[config.mk]
export PLATFORM = sky130hd
export DESIGN_NAME = tie_regfile
export DESIGN_NICKNAME = d
export VERILOG_FILES = /design/src/tie_pkg.sv /design/src/tie_regfile.sv
export SDC_FILE = /design/constraint.sdc
export NUM_CORES = 1
export LEC_CHECK = 0
export BUFFER_PORTS_ARGS = -buffer_cell sky130_fd_sc_hd__buf_2
export CAP_MARGIN = 20
export CORE_MARGIN = 2
export CORE_UTILIZATION = 50
export DETAILED_ROUTE_END_ITERATION = 7
export PLACE_DENSITY = 0.71
export SLEW_MARGIN = 20
export SYNTH_ARGS = -nofsm -noshare
export SYNTH_HDL_FRONTEND = slang
export SYNTH_SLANG_ARGS = --single-unit
[constraint.sdc]
create_clock -name clock -period 2.6 [get_ports clock]
set_input_delay 0.39 -clock clock [delete_from_list [all_inputs] [get_ports clock]]
set_output_delay 0.39 -clock clock [all_outputs]
set_load 0.05 [all_outputs]
[src/tie_pkg.sv]
// package for the tiny isa execute unit: payload structs, command and status codes
// and the request structs passed between the top level and its memories
// no dependencies
package tie_pkg;

   localparam int DATA_DEPTH_DEF = 1024;
   localparam int REG_COUNT = 8;
   localparam int RIDX_W = 3;
   localparam int WORD_W = 16;

   // instruction word fields
   localparam int FA_HI = 8;
   localparam int FA_LO = 6;
   localparam int FB_HI = 5;
   localparam int FB_LO = 3;
   localparam int FC_HI = 2;
   localparam int FC_LO = 0;

   typedef enum logic [3:0] {
      CMD_ADD = 4'd0,
      CMD_ADI = 4'd1,
      CMD_SHL = 4'd2,
      CMD_SUB = 4'd3,
      CMD_BRZ = 4'd4,
      CMD_JMP = 4'd5,
      CMD_LDI = 4'd6,
      CMD_LD  = 4'd7,
      CMD_SET = 4'd8,
      CMD_ST  = 4'd9,
      CMD_HLT = 4'd10
   } cmd_type;

   typedef enum logic [1:0] {
      STAT_OK      = 2'd0,
      STAT_HALT    = 2'd1,
      STAT_ILLEGAL = 2'd2
   } stat_type;

   typedef struct packed {
      logic [3:0]        command;
      logic [WORD_W-1:0] instr;
      logic [WORD_W-1:0] next_word;
   } req_type;

   typedef struct packed {
      logic [WORD_W-1:0] next_pc;
      logic [1:0]        status;
      logic              reg_written;
      logic [RIDX_W-1:0] reg_index;
      logic [WORD_W-1:0] reg_value;
      logic              mem_written;
      logic [WORD_W-1:0] mem_address;
      logic [WORD_W-1:0] mem_data;
   } rsp_type;

   typedef struct packed {
      logic              en;
      logic [RIDX_W-1:0] idx;
      logic [WORD_W-1:0] data;
   } rf_wr_type;

   typedef struct packed {
      logic              rd;
      logic              wr;
      logic [WORD_W-1:0] addr;
      logic [WORD_W-1:0] wdata;
   } dmem_req_type;

endpackage

[src/tie_regfile.sv]
// register file: eight words, two synchronous read ports, one write port
// entries never written since reset read as zero; depends on tie_pkg
module tie_regfile (
   input  logic                        clock,
   input  logic                        reset,
   input  logic                        rd_en,
   input  logic [tie_pkg::RIDX_W-1:0]  rd_addr0,
   input  logic [tie_pkg::RIDX_W-1:0]  rd_addr1,
   output logic [tie_pkg::WORD_W-1:0]  rd_data0,
   output logic [tie_pkg::WORD_W-1:0]  rd_data1,
   input  tie_pkg::rf_wr_type          wr
);
   import tie_pkg::*;

   logic [WORD_W-1:0] mem_ff [REG_COUNT];
   logic [REG_COUNT-1:0] vld_ff;
   logic [WORD_W-1:0] rd_data0_ff;
   logic [WORD_W-1:0] rd_data1_ff;

   always_ff @(posedge clock) begin
      if (reset) begin
         vld_ff <= '0;
      end else if (wr.en) begin
         vld_ff[wr.idx] <= 1'b1;
      end
   end

   always_ff @(posedge clock) begin
      if (wr.en) begin
         mem_ff[wr.idx] <= wr.data;
      end
      if (rd_en) begin
         rd_data0_ff <= vld_ff[rd_addr0] ? mem_ff[rd_addr0] : '0;
         rd_data1_ff <= vld_ff[rd_addr1] ? mem_ff[rd_addr1] : '0;
      end
   end

   assign rd_data0 = rd_data0_ff;
   assign rd_data1 = rd_data1_ff;

endmodule

=== After elaboration in Yosys (flattened, before gate mapping) ===
Memory sizes are Yosys's and may differ from the RTL's. A register that Yosys moved wholly into a read port is not among the register bits.
Index checks and enable logic that the tools add are counted.

* Register bits after elaboration: 8
* Bits in writable memories: 128
* Bits of input ports: 29
* Output and inout port bits: 32
* Memories kept: 1

* Order comparisons: 4
* Muxes and demuxes: 8
* Bitwise gates (word level): 1
* Reduce and logical (&&, ||, !) cells: 3

{| class="wikitable"
|+ Memory list
! memory !! words !! width !! read ports !! clocked after Yosys merged registers in !! write ports !! RTL line !! text
|-
| mem_ff || 8 || 16 || 2 || 2 || 1 || tie_regfile.sv:15 || <nowiki>logic [WORD_W-1:0] mem_ff [REG_COUNT];</nowiki>
|}

{| class="wikitable"
|+ Operators with widths
! cell !! number
|-
| 3-bit by 4-bit < comparator with 1-bit output (second input constant) || 3
|-
| 8-bit OR || 1
|-
| 1-bit binary-select mux with 3-bit select || 2
|-
| 1-bit two-way mux || 5
|-
| 1-bit demux with 3-bit select || 1
|-
| 3-bit by 1-bit >= comparator with 1-bit output (second input constant) || 1
|-
| 1-bit logical NOT || 2
|-
| 1-bit logical AND || 1
|}

=== Logic depth before layout (Yosys ltp) ===
* Depth in word-level cells: 5
* Mapped depth: 5
* Depth with buffers taken out: 3

=== Worst setup path before layout ===
OpenSTA, ideal clock, no wires.

* Path type: input-to-reg
* Start point: in wr[18] (netlist bit)
* End point: mem mem_ff[0][0], enable pin
* Data arrival time: 2253 ps
* Required time: 2160 ps
* Path slack: -94 ps
* Cell stages on the path: 1
* Path buffers: 0
* Cells stage by stage: nor4b_1

{| class="wikitable"
|+ RTL lines
! what !! RTL line !! text
|-
| start, declared || tie_regfile.sv:11 || <nowiki>input tie_pkg::rf_wr_type wr</nowiki>
|-
| end, declared || tie_regfile.sv:15 ||
|}

No word-level cell before the write port.

=== Worst setup path after layout ===
* Start point: reg vld_ff[4]
* End point: reg rd_data1_ff[15], in the netlist rd_data1[15] (read register of mem_ff), data pin

* Longest elaborated chain between the ends: 3

{| class="wikitable"
|+ RTL lines
! what !! RTL line !! text
|-
| start, declared || tie_regfile.sv:16 || <nowiki>logic [REG_COUNT-1:0] vld_ff;</nowiki>
|-
| start signal, assigned || tie_regfile.sv:22 || <nowiki>vld_ff <= '0;</nowiki>
|-
| start signal, assigned by index || tie_regfile.sv:24 || <nowiki>vld_ff[wr.idx] <= 1'b1;</nowiki>
|-
| 1-bit binary-select mux with 3-bit select || tie_regfile.sv:34 || <nowiki>rd_data1_ff <= vld_ff[rd_addr1] ? mem_ff[rd_addr1] : '0;</nowiki>
|-
| 1-bit two-way mux (implied by the code) || tie_regfile.sv:34 ||
|-
| 1-bit logical NOT (no source line) || - ||
|-
| end, declared || tie_regfile.sv:18 || <nowiki>logic [WORD_W-1:0] rd_data1_ff;</nowiki>
|}

No other way between the ends. The select of a mux whose other input is x is not followed.
A chain may end at the register's enable or synchronous reset.

==> reports/qor.yml <==
ys_warn_count: 0
numCtsBuffers: 17
antenna_found_initial: 1
p_leak_uw: 0.00294
power_uw: 6070
dpl.hpwl_um: 8820
crit_slowest_cell: "mux4_2"
top_layer_used: "met5"
rrSetupSlack_ps: 840
num_vias: 3692
critical_path.max_stage_delay_ps: 500
final_nets: 450
worst-setup-path-type: "flip-flop to flip-flop"
ios: 61
status: "finished clean"
grt_pass1_wl_um: 22900
ir_drop_v: 0.000462
clkPwrFrac_pct: 39.3
grt_max_degree: 33
cp.depth: 4
min_from: "reset"
synth-seq-area-share_pct: 66.9
syn_area_mm2: 0.00742
finClkSkew_ps: 7.51
cts.clk_slew.worst_paths_ps: 60
worstPathRequired_ps: 2780
portBuffers: 60
power.internal_uw: 4700
fp.dieW_um: 126
rows: 44
reg2reg_to: "rd_data1[15]$_SDFFCE_PN0P_"
htreeDepth: 4
wl_met1_um: 5880
cp-start-kind: "flip-flop"
place_inst: 586
grt_pass1_vias: 3955
r2r_start: "vld_ff[4]$_SDFFE_PP0P_"
power.density_mw_per_mm2: 705
wl_met2_um: 7990
finalSetupTns_ps: 0
yosysUniqueCellTypes: 20
numClockSinks: 168
synth_seq_cells: 168
syn-num-nets: 376
holdPathEnd: "vld_ff[6]$_SDFFE_PP0P_"
worstPathMaxFanout: 10
post_cts_buffers: 0
met3_length_um: 897
dieArea_mm2: 0.0158
holdPathStages: 2
timing.final.crit_share_pct: 67.8
wl_per_cell_um: 24.1
switching_share_pct: 22.6
die_h_um: 126
min_period_ps: 1760
drv_slew: 0
grt_setup_unrepaired: "no"
net-switching-power_uw: 1370
root_buffer: "clkbuf_16"
core_mm2: 0.0145
cts_hold_buf: 0
crit_buf_inv: 1
drt-total-wl_um: 14900
grt_usage_pct: 20.1
seqPwrFrac_pct: 51.1
routabilityCongestion: 0.715
cp_cell_sequence: "mux4_2, mux2i_4, buf_12, nor2_1"
vias_per_cell: 5.98
critPathArrivalTime_ps: 1940
antenna_cells: 0
drive_gt1_share_pct: 46.7
drtIter0Drc: 307
path_delay_family: "multiplexers"
min_path_type: "input port to flip-flop"
ctsLongestPathBuffers: 2
drcViolationCount: 0
max_freq_mhz: 567
ant_nets: 0
syn_to_final_growth_pct: 16.1
maxCapViolCount: 0
syn_avg_cell_area_um2: 21.4
p_comb_share_pct: 9.6
post_cts_resized: 0
clkLatencyLatePin_ps: 430
initial_utilization_pct: 51.1
hold_viol: 0
r2r_cells: 4
setup_violations: 0
dp_slack_ps: 483
setup_ws_ps: 838
worst_pin_slew_ps: 883
grt-ovfl-total: 0
drt-pass1-iter-count: 4
cp-end-kind: "flip-flop"
max_slew_margin_pct: 41.2
fin_cells: 617
netlist_instances: 347
cp-startpoint: "vld_ff[4]$_SDFFE_PP0P_"
cts_tree: "built"
through the flow:
step / hold slack, ps / utilization [%] / instance area, um^2
after detailed placement: 489 / 55.5 / 8060
after CTS: 218 / 59.3 / 8620
after global routing: 240 / 59.3 / 8620
after floorplan: 452 / - / 7430
final: 229 / 59.3 / 8620
after global placement: 478 / 55.5 / 8060
flip-flops by register name (all words and copies together) (netlist names):
name	cells
vld_ff	8
rd_data1	16
rd_data0	16
mem_ff	128
final cells by class:
| type | count | area (um^2) |
|---|---|---|
| clock inverters | 13 | 131 |
| multi-input cells | 157 | 2360 |
| well taps | 184 | 230 |
| clock buffers | 18 | 429 |
| repair buffers | 77 | 503 |
| fillers | 1083 | 5910 |
| flip-flops and latches | 168 | 4960 |
worst max-delay path by stage:
stage	endpoint	slack [ps]
after floorplan	mem_ff[1][0]$_DFFE_PP_	50
after global placement	rd_data1[13]$_SDFFCE_PN0P_	510
after detailed placement	rd_data1[13]$_SDFFCE_PN0P_	480
after CTS	rd_data1[15]$_SDFFCE_PN0P_	840
after global routing	rd_data1[15]$_SDFFCE_PN0P_	800
final	rd_data1[15]$_SDFFCE_PN0P_	840
power by group through the flow:
stage,logic (uW),clock network [uW],registers [uW]
after floorplan,324,0,3240
after global placement,583,0,3150
after detailed placement,593,0,3160
after CTS,595,2420,3100
after global routing,623,2510,3110
final,586,2390,3100
routing by layer:
metal	global-route usage, %	vias to the layer above
met5	0	-
met4	6.92	2
met3	4.46	12
met2	34.6	120
met1	25.5	1956
li1	-	1602
Yosys cell counts:
master / n / area share [%]
mux2i_4: 2 / 0.61
mux2i_1: 32 / 4.3
nor4b_1: 1 / 0.12
nand2_1: 2 / 0.10
o21ba_2: 3 / 0.40
buf_12: 2 / 0.54
clkbuf_1: 6 / 0.30
and4b_1: 2 / 0.27
nor3_1: 1 / 0.067
nor4bb_1: 2 / 0.27
buf_6: 3 / 0.46
nor3b_1: 1 / 0.10
edfxtp_1: 160 / 65
buf_2: 8 / 0.54
nor2_1: 23 / 1.2
buf_4: 1 / 0.10
mux4_2: 68 / 21
dfxtp_1: 8 / 2.2
buf_1: 2 / 0.10
nor2_4: 20 / 3.0
kinds of logic (layout without fill, tap and decap cells):
| logic type | count (synthesis) | count (layout) | share of synthesized area (%) |
|---|---|---|---|
| AO/OA/AOI/OAI | 3 | 3 | 0.405 |
| buffers and inverters | 22 | 108 | 2.04 |
| flip-flops | 168 | 168 | 66.9 |
| multiplexers | 102 | 102 | 25.6 |
| AND/OR/NAND/NOR | 52 | 52 | 5.12 |
layout by cell type, fill, tap and decap left out, types with 5 or more instances in the layout:
master / instances
clkbuf_16: 17
dfxtp_1: 8
buf_12: 6
clkinvlp_4: 5
buf_2: 60
buf_4: 11
edfxtp_1: 160
nor2_4: 20
mux4_2: 68
mux2i_1: 32
nor2_1: 23
Power figures use the tool's default switching activity.
